File: src/dlefd_pkg.sv
`default_nettype none
package dlefd_pkg;

  localparam int BYTE_W  = 8;
  localparam int IDX_W   = 12;
  localparam int LIMIT_W = 13;
  localparam int KIND_W  = 3;

  localparam logic [BYTE_W-1:0]  SYNC_BYTE = 8'h10;
  localparam logic [BYTE_W-1:0]  END_BYTE  = 8'h03;
  localparam logic [LIMIT_W-1:0] LIMIT_RST = 13'd4096;
  localparam logic [LIMIT_W-1:0] LIMIT_MIN = 13'd3;

  localparam logic [KIND_W-1:0] KIND_UNKNOWN = 3'd0;
  localparam logic [KIND_W-1:0] KIND_RAW     = 3'd1;
  localparam logic [KIND_W-1:0] KIND_EPH     = 3'd2;
  localparam logic [KIND_W-1:0] KIND_BITS    = 3'd3;
  localparam logic [KIND_W-1:0] KIND_IONO    = 3'd4;
  localparam logic [KIND_W-1:0] KIND_TIME    = 3'd5;

  localparam logic [BYTE_W-1:0] ID_RAW  = 8'hf5;
  localparam logic [BYTE_W-1:0] ID_EPH  = 8'hf7;
  localparam logic [BYTE_W-1:0] ID_BITS = 8'he5;
  localparam logic [BYTE_W-1:0] ID_IONO = 8'h4a;
  localparam logic [BYTE_W-1:0] ID_TIME = 8'h4b;

  typedef enum logic [1:0] {
    ST_DATA = 2'd0,
    ST_DONE = 2'd1,
    ST_OVFL = 2'd2
  } status_t;

  typedef struct packed {
    logic [BYTE_W-1:0] frame_byte;
    logic [IDX_W-1:0]  byte_index;
    logic              frame_end;
    status_t           frame_status;
    logic [KIND_W-1:0] message_kind;
  } result_t;

  typedef struct packed {
    logic    valid;
    result_t data;
  } push_t;

  function automatic logic [KIND_W-1:0] kind_of(input logic [BYTE_W-1:0] id);
    logic [KIND_W-1:0] k;
    case (id)
      ID_RAW:  k = KIND_RAW;
      ID_EPH:  k = KIND_EPH;
      ID_BITS: k = KIND_BITS;
      ID_IONO: k = KIND_IONO;
      ID_TIME: k = KIND_TIME;
      default: k = KIND_UNKNOWN;
    endcase
    return k;
  endfunction

endpackage
`default_nettype wire

File: src/dlefd_skid.sv
`default_nettype none
module dlefd_skid
  import dlefd_pkg::*;
(
  input  logic    clk,
  input  logic    rst_n,
  input  push_t   push,
  output logic    push_ready,
  output logic    out_valid,
  input  logic    out_ready,
  output result_t out_data
);

  logic    main_v_r, skid_v_r;
  result_t main_r, skid_r;

  assign push_ready = !skid_v_r;
  assign out_valid  = main_v_r;
  assign out_data   = main_r;

  always_ff @(posedge clk) begin
    if (!rst_n) begin
      main_v_r <= 1'b0;
      skid_v_r <= 1'b0;
    end else if (!main_v_r || out_ready) begin
      if (skid_v_r) begin
        main_v_r <= 1'b1;
        skid_v_r <= 1'b0;
      end else begin
        main_v_r <= push.valid;
      end
    end else if (push.valid) begin
      skid_v_r <= 1'b1;
    end
  end

  always_ff @(posedge clk) begin
    if (!main_v_r || out_ready) begin
      main_r <= skid_v_r ? skid_r : push.data;
    end else if (push.valid && !skid_v_r) begin
      skid_r <= push.data;
    end
  end

endmodule
`default_nettype wire

File: config.mk
export PLATFORM = sky130hd
export DESIGN_NAME = dlefd_skid
export DESIGN_NICKNAME = d
export VERILOG_FILES = /design/src/dlefd_pkg.sv /design/src/dlefd_skid.sv
export SDC_FILE = /design/constraint.sdc
export NUM_CORES = 1
export LEC_CHECK = 0
export ABC_AREA = 1
export BUFFER_PORTS_ARGS = -buffer_cell sky130_fd_sc_hd__buf_2
export CAP_MARGIN = 20
export CORE_MARGIN = 8
export CORE_UTILIZATION = 30
export DETAILED_ROUTE_END_ITERATION = 10
export HOLD_SLACK_MARGIN = 0.1
export SETUP_SLACK_MARGIN = 0.3
export SYNTH_ARGS = -nofsm -noshare
export SYNTH_HDL_FRONTEND = slang
export SYNTH_SLANG_ARGS = --single-unit
File: constraint.sdc
create_clock -name clk -period 8 [get_ports clk]
set_clock_uncertainty 0.05 [all_clocks]
set_input_delay 1.6 -clock clk [delete_from_list [all_inputs] [get_ports clk]]
set_output_delay 1.6 -clock clk [all_outputs]
set_load 0.05 [all_outputs]
Word-level counts from Yosys, hierarchy flattened

Cells that the tools add are included.

Register bits after elaboration: 54
Output and inout port bits: 28
Input port bits: 30

Bitwise operators: 2
Mux-type cells: 2
Reduce and logical (&&, ||, !) cells: 6

Operator list:

| operator            | number |
|---|---|
| 26-bit 2-to-1 mux   | 1 |
| 1-bit logical NOT   | 2 |
| 1-bit inverter      | 2 |
| 2-bit AND reduction | 1 |
| 2-bit OR reduction  | 1 |
| 1-bit logical AND   | 1 |
| 1-bit logical OR    | 1 |
| 1-bit 2-to-1 mux    | 1 |

Logic depth before layout (Yosys ltp)

Depth after elaboration: 4
Depth in mapped cells: 4

Least setup slack after synthesis

OpenSTA, ideal clock, no wires.

Kind: in2reg
Start: in out_ready
End: reg skid_r[0] (netlist bit), enable pin
Slack: 4.095 ns
Stages on the path: 3
Library setup time: 0.409 ns
Arrival time: 3.446 ns
Path through: inv_1 nand2_1 nor2_1

Word-level cells in the longest chain between the ends: 3

Ends and longest elaborated chain:

| item                          | line             | RTL |
|---|---|---|
| start: declaration            | dlefd_skid.sv:10 | `input logic out_ready,` |
| 1-bit logical OR              | dlefd_skid.sv:38 | `if (!main_v_r \|\| out_ready) begin` |
| 1-bit inverter (no line)      | n/a              |  |
| 2-bit AND reduction (no line) | n/a              |  |
| end signal: assignment        | dlefd_skid.sv:41 | `skid_r <= push.data;` |
| end: declaration              | dlefd_skid.sv:15 | `result_t main_r, skid_r;` |

Every way passes these cells.
A chain may end at the register's enable or synchronous reset.

Worst setup path after layout

Start: reg skid_v_r
End: out push_ready

Word-level cells in the longest chain between the ends: 1

Ends and longest elaborated chain:

| item                     | line             | RTL |
|---|---|---|
| start: declaration       | dlefd_skid.sv:14 | `logic main_v_r, skid_v_r;` |
| start signal: assignment | dlefd_skid.sv:24 | `skid_v_r <= 1'b0;` |
| start signal: assignment | dlefd_skid.sv:28 | `skid_v_r <= 1'b0;` |
| start signal: assignment | dlefd_skid.sv:33 | `skid_v_r <= 1'b1;` |
| 1-bit logical NOT        | dlefd_skid.sv:17 | `assign push_ready = !skid_v_r;` |
| end: declaration         | dlefd_skid.sv:8  | `output logic push_ready,` |

Every way passes these cells.

==> run_results.csv <==
group,metric,value,unit
status,status,"finished, final reports clean",
synth,synth_cells,147,
timing,slew_violations,0,
worst_setup_path,path_max_fanout,28,
detailed_routing,drt_iter0_drc,73,
timing,whs,457,ps
synth,netlist-cell-type-count,11,
worst_setup_path,cp_data_arrival_time,1520,ps
synth,synth_edf_count,52,
timing,fin_ws,4830,ps
clock_tree,clk_latency,300,ps
clock_tree,clock_path_buffers,2,
worst_setup_path,crit_chain,"inv_2, buf_2",
die,chipWidth,98.0,um
worst_setup_path,worstSetupStartpointType,"register",
final_layout,diodes,0,
clock_tree,numClockSinks,54,
synth,ys.flop_type,"edfxtp_1",
worst_setup_path,critPathMaxStageDelay,440,ps
synth,synth-async-reset-ratio,0,%
worst_setup_path,worstSetupPathType,"register to primary output",
worst_setup_path,rr_startpoint,"skid_v_r",
synth,yosys.area.top_type_share,77.5,%
synth,synth_seq_cells,54,
min_path,hp-start,"out_valid",
final_layout,drive_above_1_share,34.0,%
pwr,ir_worst_vdd,0.0753,mV
worst_setup_path,cp.required,6350,ps
clock_tree,cts_resized,0,
pwr,power.leakage,1.05,nW
worst_setup_path,cp-end-kind,"primary output",
timing,setup_violations,0,
grt,grt_max_degree,30,
die,die_y,98.0,um
synth,netlist_area,2020,um2
detailed_routing,first_pass_iters,4,
clock_tree,cts-root-buf,"clkbuf_8",
grt,grt_pass1_vias,1314,
detailed_routing,vias,1194,
detailed_routing,postRouteAntennaNets,0,
placed_design,gp_congestion,0.644,
grt,track_usage,8.63,%
worst_setup_path,cp_top_family,"buffers and inverters",
detailed_routing,routedWlPerCell,13.6,um
die,design.core.area,6640,um2
clock_tree,numCtsBuffers,5,
timing,tns,0,ps
placed_design,pre_cts_ws,4450,ps
timing,hold_viol_final,0,
die,rows,30,
synth,ys_warn_count,0,
synth,synth_common_cells,"78 x nand2_1, 52 x edfxtp_1, 3 x buf_6, 3 x nand2_2, 3 x nor2_1",
die,die_area,9600,um2
synth,netlist_top_cells_area,"edfxtp_1 77%, nand2_1 15%, buf_12 2.0%",
timing,maxSlewHeadroom,48.7,%
die,io_pins,58,
timing,worstMarginPinSlew,768,ps
clock_tree,clk_pin_slew,90,ps
detailed_routing,vias_per_cell,4.13,
final_layout,nets,238,
worst_setup_path,cp.buffers_inverters,2,
synth,yosysMostFrequentCell,"nand2_1",
grt,grt-ovfl-total,0,
timing,rsz0062_at_grt,"false",
pwr,power_density,227,nW/um2
worst_setup_path,worstSetupStartpoint,"skid_v_r",
die,start_util,30.3,%
placed_design,port_buffers,57,
clock_tree,holdBufCountCts,0,
clock_tree,cts-htree-levels,2,
timing,finalCritPeriodShare,39.6,%
timing,min_period,3170,ps
clock_tree,cts_setup_buffers,0,
grt,antenna_found_initial,1,
synth,ys_seq_area_share,79.5,%
worst_setup_path,slowest_stage,"dfxtp_1",
timing,max_freq,0.315,GHz
min_path,worstHoldPathType,"register to register",
detailed_routing,drc,0,
detailed_routing,drt-total-wl,3.93,mm
grt,grt_pass1_wl,6.46,mm
synth,syn_avg_cell_area,13.7,um2
flow_run,maxCapViolations,0,
clock_tree,cts_tree,"yes",
final_layout,nFillCells,637,
final_layout,syn2layout_area_growth,21.8,%
synth,syn-num-nets,177,
synth,synth_top_area_cell,"edfxtp_1",
-- cells in the final DEF, fill, tap and decap left out --
| master | count |
|---|---|
| nand2_1 | 78 |
| buf_2 | 57 |
| edfxtp_1 | 52 |
| clkbuf_8 | 5 |
| nand2_2 | 3 |
| nor2_1 | 2 |
| dfxtp_1 | 2 |
| inv_1 | 1 |
| inv_2 | 1 |
| nor2_4 | 1 |
| o21ai_0 | 1 |
| nand3_1 | 1 |
| clkinvlp_4 | 1 |
| clkinv_2 | 1 |
| clkinv_1 | 1 |
| buf_16 | 1 |
| buf_4 | 1 |
-- cell type report --
cell class                 instances  area [um2]  area share (%)
clock buffer                       5        68.8            2.80
clock inverter                     3        16.3           0.663
inverter                           2        7.51           0.306
multi-input combinational         86         340            13.9
sequential                        54        1600            65.2
tap                               80         100            4.08
timing repair buffer              59         320            13.0
-- cell families after synthesis --
| group | share of synthesized area [%] |
|---|---|
| AOI/OAI and AO/OA | 0.248 |
| buffers and inverters | 4.03 |
| DFF | 79.5 |
| and+or+nand+nor | 16.3 |
-- report_power, final --
| group | switching (mW) | total (mW) | internal, mW |
|---|---|---|---|
| clock network | 0.0858 | 0.146 | 0.0601 |
| registers | 0.00370 | 0.331 | 0.327 |
| logic | 0.0624 | 0.0801 | 0.0177 |
| total | 0.152 | 0.557 | 0.405 |
-- path summary, 6_finish.rpt --
| check | to | slack [ps] | cells past startpoint |
|---|---|---|---|
| max reg2reg | skid_r[14] | 5930 | 3 |
| min | skid_v_r | 460 | 2 |
| max | push_ready | 4830 | 2 |
| min reg2reg | skid_v_r | 460 | 2 |
-- flip-flops by register name, summed over array words and instances (netlist names) --
name       flops
skid_v_r       1
out_valid      1
skid_r        26
out_data      26
-- stage by stage --
| step | instance area, um2 | utilization [%] | std cells | total power, mW |
|---|---|---|---|---|
| after detailed placement | 2340 | 35.3 | 280 | 0.418 |
| after global routing | 2450 | 36.9 | 289 | 0.581 |
| after global placement | 2340 | 35.3 | 280 | 0.417 |
| final | 2450 | 36.9 | 289 | 0.557 |
| after CTS | 2430 | 36.5 | 288 | 0.564 |
| after floorplan | 2020 | - | 147 | 0.395 |
-- worst reg2reg max path, stage by stage, from the launching register on --
cell and delay (ps):
dfxtp_1 440, inv_2 420, nand2_1 170, nor2_4 620
-- metal layers --
layer | up-vias | global-route usage, % | routed length [um]
met5 | - | 0 | 13
met1 | 527 | 9.20 | 1630
met3 | 11 | 4.13 | 309
met4 | 2 | 3.84 | 91
met2 | 40 | 14.2 | 1880
li1 | 614 | - | -
Note: power is estimated with default switching activity, not from simulation.
