## config.mk

```make
export PLATFORM = sky130hd
export DESIGN_NAME = dlefd_deframe
export DESIGN_NICKNAME = d
export VERILOG_FILES = /design/src/dlefd_pkg.sv /design/src/dlefd_deframe.sv
export SDC_FILE = /design/constraint.sdc
export NUM_CORES = 1
export LEC_CHECK = 0
export ABC_AREA = 1
export BUFFER_PORTS_ARGS = -buffer_cell sky130_fd_sc_hd__buf_2
export CAP_MARGIN = 25
export CORE_MARGIN = 4
export CORE_UTILIZATION = 35
export DETAILED_ROUTE_END_ITERATION = 8
export PLACE_DENSITY_LB_ADDON = 0.1
export SLEW_MARGIN = 20
export SYNTH_ARGS = -nofsm -noshare
export SYNTH_HDL_FRONTEND = slang
export SYNTH_SLANG_ARGS = --single-unit
```

## constraint.sdc

```tcl
create_clock -name clk -period 4.7 [get_ports clk]
set_input_delay 0 -clock clk [delete_from_list [all_inputs] [get_ports clk]]
set_output_delay 0 -clock clk [all_outputs]
set_load 0.02 [all_outputs]
```

## src/dlefd_pkg.sv

```systemverilog
`default_nettype none
package dlefd_pkg;

  localparam int BYTE_W  = 8;
  localparam int IDX_W   = 12;
  localparam int LIMIT_W = 13;
  localparam int KIND_W  = 3;

  localparam logic [BYTE_W-1:0]  SYNC_BYTE = 8'h10;
  localparam logic [BYTE_W-1:0]  END_BYTE  = 8'h03;
  localparam logic [LIMIT_W-1:0] LIMIT_RST = 13'd4096;
  localparam logic [LIMIT_W-1:0] LIMIT_MIN = 13'd3;

  localparam logic [KIND_W-1:0] KIND_UNKNOWN = 3'd0;
  localparam logic [KIND_W-1:0] KIND_RAW     = 3'd1;
  localparam logic [KIND_W-1:0] KIND_EPH     = 3'd2;
  localparam logic [KIND_W-1:0] KIND_BITS    = 3'd3;
  localparam logic [KIND_W-1:0] KIND_IONO    = 3'd4;
  localparam logic [KIND_W-1:0] KIND_TIME    = 3'd5;

  localparam logic [BYTE_W-1:0] ID_RAW  = 8'hf5;
  localparam logic [BYTE_W-1:0] ID_EPH  = 8'hf7;
  localparam logic [BYTE_W-1:0] ID_BITS = 8'he5;
  localparam logic [BYTE_W-1:0] ID_IONO = 8'h4a;
  localparam logic [BYTE_W-1:0] ID_TIME = 8'h4b;

  typedef enum logic [1:0] {
    ST_DATA = 2'd0,
    ST_DONE = 2'd1,
    ST_OVFL = 2'd2
  } status_t;

  typedef struct packed {
    logic [BYTE_W-1:0] frame_byte;
    logic [IDX_W-1:0]  byte_index;
    logic              frame_end;
    status_t           frame_status;
    logic [KIND_W-1:0] message_kind;
  } result_t;

  typedef struct packed {
    logic    valid;
    result_t data;
  } push_t;

  function automatic logic [KIND_W-1:0] kind_of(input logic [BYTE_W-1:0] id);
    logic [KIND_W-1:0] k;
    case (id)
      ID_RAW:  k = KIND_RAW;
      ID_EPH:  k = KIND_EPH;
      ID_BITS: k = KIND_BITS;
      ID_IONO: k = KIND_IONO;
      ID_TIME: k = KIND_TIME;
      default: k = KIND_UNKNOWN;
    endcase
    return k;
  endfunction

endpackage
`default_nettype wire

```

## src/dlefd_deframe.sv

```systemverilog
`default_nettype none
module dlefd_deframe
  import dlefd_pkg::*;
#(
  parameter int MAX_FRAME = 4096
) (
  input  logic               clk,
  input  logic               rst_n,
  input  logic               fire,
  input  logic [BYTE_W-1:0]  rx_byte,
  input  logic               cfg_we,
  input  logic [LIMIT_W-1:0] cfg_wdata,
  output push_t              push
);

  localparam int CNT_W = $clog2(MAX_FRAME);
  localparam int CMP_W = (CNT_W + 1 > LIMIT_W) ? CNT_W + 1 : LIMIT_W;
  localparam logic [CMP_W-1:0] MAX_LIM = CMP_W'(MAX_FRAME);
  localparam logic [CNT_W-1:0] CNT_ONE = CNT_W'(1);
  localparam logic [CNT_W-1:0] CNT_TWO = CNT_W'(2);

  logic [LIMIT_W-1:0] limit_r;
  logic [CNT_W-1:0]   count_r, count_nxt;
  logic               parity_r, parity_nxt;
  logic [BYTE_W-1:0]  id_r, id_nxt;

  logic               is_sync, is_end, par_t;
  logic [CMP_W-1:0]   lim, lim_raw, inc;

  always_comb begin
    lim_raw = CMP_W'(limit_r);
    if (lim_raw < CMP_W'(LIMIT_MIN)) begin
      lim = CMP_W'(LIMIT_MIN);
    end else if (lim_raw > MAX_LIM) begin
      lim = MAX_LIM;
    end else begin
      lim = lim_raw;
    end
  end

  assign is_sync = (rx_byte == SYNC_BYTE);
  assign is_end  = (rx_byte == END_BYTE);
  assign par_t   = parity_r ^ is_sync;
  assign inc     = CMP_W'(count_r) + CMP_W'(1);

  always_comb begin
    count_nxt  = count_r;
    parity_nxt = parity_r;
    id_nxt     = id_r;
    push.valid = 1'b0;
    push.data.frame_byte   = rx_byte;
    push.data.byte_index   = IDX_W'(count_r);
    push.data.frame_end    = 1'b0;
    push.data.frame_status = ST_DATA;
    push.data.message_kind = KIND_UNKNOWN;
    if (fire) begin
      if (count_r == '0) begin
        if (is_sync) begin
          count_nxt  = CNT_ONE;
          push.valid = 1'b1;
        end
      end else if (count_r == CNT_ONE) begin
        if (is_sync || is_end) begin
          count_nxt = '0;
        end else begin
          id_nxt     = rx_byte;
          parity_nxt = 1'b0;
          count_nxt  = CNT_TWO;
          push.valid = 1'b1;
        end
      end else if (is_sync && !par_t) begin
        parity_nxt = 1'b0;
      end else begin
        push.valid = 1'b1;
        if (is_end && par_t) begin
          count_nxt  = '0;
          parity_nxt = 1'b0;
          push.data.frame_end    = 1'b1;
          push.data.frame_status = ST_DONE;
          push.data.message_kind = kind_of(id_r);
        end else if (inc >= lim) begin
          count_nxt  = '0;
          parity_nxt = 1'b0;
          push.data.frame_end    = 1'b1;
          push.data.frame_status = ST_OVFL;
        end else begin
          count_nxt  = inc[CNT_W-1:0];
          parity_nxt = par_t;
        end
      end
    end
  end

  always_ff @(posedge clk) begin
    if (!rst_n) begin
      limit_r  <= LIMIT_RST;
      count_r  <= '0;
      parity_r <= 1'b0;
      id_r     <= '0;
    end else begin
      if (cfg_we) begin
        limit_r <= cfg_wdata;
      end
      count_r  <= count_nxt;
      parity_r <= parity_nxt;
      id_r     <= id_nxt;
    end
  end

endmodule
`default_nettype wire

```

=== After elaboration in Yosys (flattened, before gate mapping) ===
Index checks and enable logic that the tools add are counted.
Widths: inputs -> output; s select.

* Register bits after elaboration: 34
* Bits of input ports: 25
* Output and inout bits: 27
* Word-level logic and storage cells: 58

* Add/sub/neg operators: 1
* Magnitude comparators: 3
* Equal/unequal tests: 11
* Muxes and demuxes: 28
* Bitwise operators: 3
* Reductions and logical operators: 8

{| class="wikitable"
|+ Operators with widths
! operator !! number
|-
| $mux 12 || 6
|-
| $mux 13 || 2
|-
| $eq 8x8->1 const B || 3
|-
| $mux 6 || 4
|-
| $eq 8x7->1 const B || 2
|-
| $pmux 3 s5 || 1
|-
| $add 12x1->13 const B || 1
|-
| $ge 13x13->1 || 1
|-
| $gt 13x13->1 const B || 1
|-
| $lt 13x2->1 const B || 1
|-
| $eq 12x1->1 const B || 1
|-
| $logic_not 12->1 || 1
|-
| $mux 1 || 11
|-
| $mux 3 || 3
|-
| $eq 8x2->1 const B || 1
|-
| $eq 8x5->1 const B || 1
|-
| $reduce_and 3->1 || 2
|-
| $ne 2x2->1 const B || 2
|-
| $reduce_and 4->1 || 1
|-
| $ne 3x3->1 const B || 1
|-
| $logic_and 1x1->1 || 2
|-
| $mux 2 || 1
|-
| $not 1->1 || 2
|-
| $logic_not 1->1 || 1
|-
| other kinds (2) || 2
|}

=== Logic depth before layout (Yosys ltp) ===
* Depth in word-level cells: 10
* Gate-level depth with buffers: 16
* Mapped depth without buffers: 16

=== Least setup slack after synthesis ===
No wires, ideal clock.

* Path type: reg-to-output
* Start: register count_r[0]
* End: output push[4] (netlist bit)
* Arrival time: 2,834 ps
* Required time: 4,700 ps
* Slack: 1,866 ps
* Cell stages (with the launch flop): 14
* Path buffers: 1
* Path through: dfxtp_1 > ha_1 > nand3_1 > nor2_1 > nand3_1 > xor2_1 > ha_1 > nand2_1 > nor2_1 > a21boi_1 > nor2_1 > and2_2 > buf_4 > nor3_1

{| class="wikitable"
|+ RTL lines
! element !! line !! text
|-
| start: declaration || dlefd_deframe.sv:23 || <nowiki>logic [CNT_W-1:0] count_r, count_nxt;</nowiki>
|-
| start signal: assignment || dlefd_deframe.sv:104 || <nowiki>count_r <= count_nxt;</nowiki>
|-
| end: declaration || dlefd_deframe.sv:13 || <nowiki>output push_t push</nowiki>
|}

==> run metrics <==
GR Util All Layers 15.6%; Leak 1.43 nW; Vias 2331; VDD IR max 0.140 mV; PD cells 203 nW/um2; global-route wire length before repair 10800 um; top achievable clock speed 313 MHz; DR WL/cell 12.2 um; DIE AREA 8370 um2; dpl ws 1.71 ns; reg2reg start count_r[1]; busiest grt layer met2; Routed Antenna Nets 0; Die Y 91.5 um; Global Route met2 Usage 24.1%; pin count of the biggest net entering global routing 22; Max Slew Vio Count 0; CP endpoint kind primary output; Synth Instances 356; design area 2960 um2; status finished, final reports clean; synthesized area 2440 um2; layout cells sized above 1 22.2%; Core Box Area 6790 um2; Slew @ Worst Pin 0.698 ns; # DRC 0; GRT Residual Overflow 0; unrepaired setup endpoints after global routing no; MaxCap Viol Count 0; Via density 4.57; Critical Path Start Type register; Worst Setup EP push[5]; Sink Count 34; Layout area overhead 21.4%; dpl hpwl 4590 um; gpl congestion 0.850; Final Skew 0.00689 ns; DIE WIDTH 91.5 um; Slew HR 53.4%; row cnt 30; drt first pass iters 4; Nets 457; DRT Wirelength 6210 um; Yosys cell types 32; R2R Path End count_r[0]; flop-to-flop setup slack 1.77 ns; Num CTS Buffers 5; Max Root-Sink Buffers 2; CTS tree done; crit path kind reg -> out; Post-CTS Repair Setup Buffers 0; # setup viols final 0; final hold vios 0; Starting Density 35.9%; IO Pins 52; met3 usage 2.82%; Worst Path Max Fanout 14; IO buf count 51; Hold Path Class in -> reg; initial antenna violation count 0; # H-tree levels 2; post-synthesis net count 398; # diodes 0; critical path required time 4.70 ns; setup tns final 0 ns; critical path arrival 3.20 ns; final worst slack 1.50 ns; Final Cycle Share 68.0%; Worst-path clk slew 0.07 ns; Worst Reg2Reg Path Length in Cells 14; worst-skew pair later-pin latency 0.28 ns; yosys warns 0; Syn Area/Cell 6.85 um2; post-layout min period 3.20 ns; Seq/Total Area, Yosys 27.9%; clk root buf clkbuf_8; FF+latch count, synth 34; M1 GR Usage 22.4%; DP Area 2700 um2; crit path launch count_r[1]; Iteration-0 DRC Markers 89; Overall Power 600 uW; vias in the first global route 2243
## report_power, final
part / internal [mW] / leakage (nW) / switching (mW) / total, mW
registers: 0.296 / 0.277 / 0.00569 / 0.302
clock network: 0.113 / 0.0431 / 0.103 / 0.216
logic: 0.0341 / 1.11 / 0.0481 / 0.0822
## cells by family (layout without fill, tap and decap cells)
logic type,count (synthesis),after routing,synth area share (%)
XOR/XNOR,10,10,3.59
AO/OA/AOI/OAI,39,39,10.1
flip-flops,34,34,27.9
adder cells (fa/ha/maj),17,17,8.72
AND/OR/NAND/NOR,199,199,38.8
buffers and inverters,57,115,10.9
## timing repair
| item | in CTS | in global routing |
|---|---|---|
| hold buffers | 18 | 0 |
| gates resized for setup | 0 | 0 |
| endpoints found under the setup margin | 0 | 0 |
| hold endpoints to repair | 18 | 0 |
## worst max-delay path: stages, from the launching register on
cell,delay (ns)
dfxtp_1,0.43
ha_1,0.22
nand3_1,0.12
nor2_1,0.21
nand3_1,0.15
xor2_1,0.31
ha_1,0.30
nand2_1,0.06
nand2_1,0.05
a21oi_1,0.12
nand2_1,0.06
nor2_1,0.12
and2_2,0.44
a21oi_1,0.14
buf_2,0.18
## how the worst min path moves through the flow
stage               cells past startpoint           from     endpoint
detailed placement                      3  cfg_wdata[12]  lim_raw[12]
CTS                                     3     rx_byte[1]      id_r[1]
floorplan                               1     rx_byte[0]     push[18]
finish                                  3     rx_byte[1]      id_r[1]
global route                            3     rx_byte[1]      id_r[1]
global placement                        3  cfg_wdata[11]  lim_raw[11]
## placed cells by master, fill, tap and decap left out, types with 3 or more instances in the layout
master,instances
nand4_1,6
o21ai_0,14
dfxtp_1,34
a21oi_1,9
ha_1,17
nor3_1,7
nand3_1,15
a21oi_2,10
dlygate4sd3_1,18
nor2_2,3
inv_1,38
nand2_1,80
nand3_2,13
buf_2,51
xor2_1,10
clkbuf_8,6
nor2_1,62
## state kept, by name, summed over array words and instances (netlist names)
name / cells
id_r: 8
count_r: 12
parity_r: 1
lim_raw: 13
## Yosys cell counts
library cell,instances,share of area [%]
nand3_4,1,0.72
and2_1,2,0.51
nand3_1,15,3.1
nand2_1,80,12
buf_6,2,0.92
nor3b_1,1,0.31
a21oi_1,9,1.8
buf_4,10,3.1
o211ai_2,1,0.51
inv_1,38,5.8
or2_2,1,0.26
buf_1,1,0.15
and2_2,1,0.31
xor2_1,10,3.6
dfxtp_1,34,28
nand4_1,6,1.5
nor2_2,3,0.77
nor3_1,7,1.4
nor2_4,2,0.92
nor2_1,62,9.5
inv_2,2,0.31
ha_1,17,8.7
nor4_1,2,0.51
nand3_2,13,5.3
a31oi_1,2,0.51
a21boi_1,1,0.31
clkbuf_1,4,0.62
nand3b_1,2,0.62
a21oi_2,10,3.6
o21ai_0,14,2.9
o21ai_1,2,0.41
nor3_4,1,0.67
## layout make-up
class	instances	area [um2]
Fill cell	737	3830
Multi-Input combinational cell	265	1490
Sequential cell	34	681
Timing Repair Buffer	69	435
Inverter	40	150
Tap cell	96	120
Clock buffer	6	82.6
## stage by stage
step / instances / hold WS (ns) / util (%)
after global routing: 510 / 0.0220 / 43.6
after floorplan: 356 / 0.113 / -
after global placement: 486 / 0.219 / 39.7
after CTS: 510 / 0.00134 / 43.6
final: 510 / 0.00538 / 43.6
after detailed placement: 486 / 0.225 / 39.7
## layer usage
layer	vias to the layer above	part of all wire, %	wire (um)
met2	42	44	2730
met5	-	0	0
met4	0	0.56	35
met3	2	3.3	205
met1	1042	52	3240
li1	1245	-	-
Note: power is estimated with default switching activity, not from simulation.
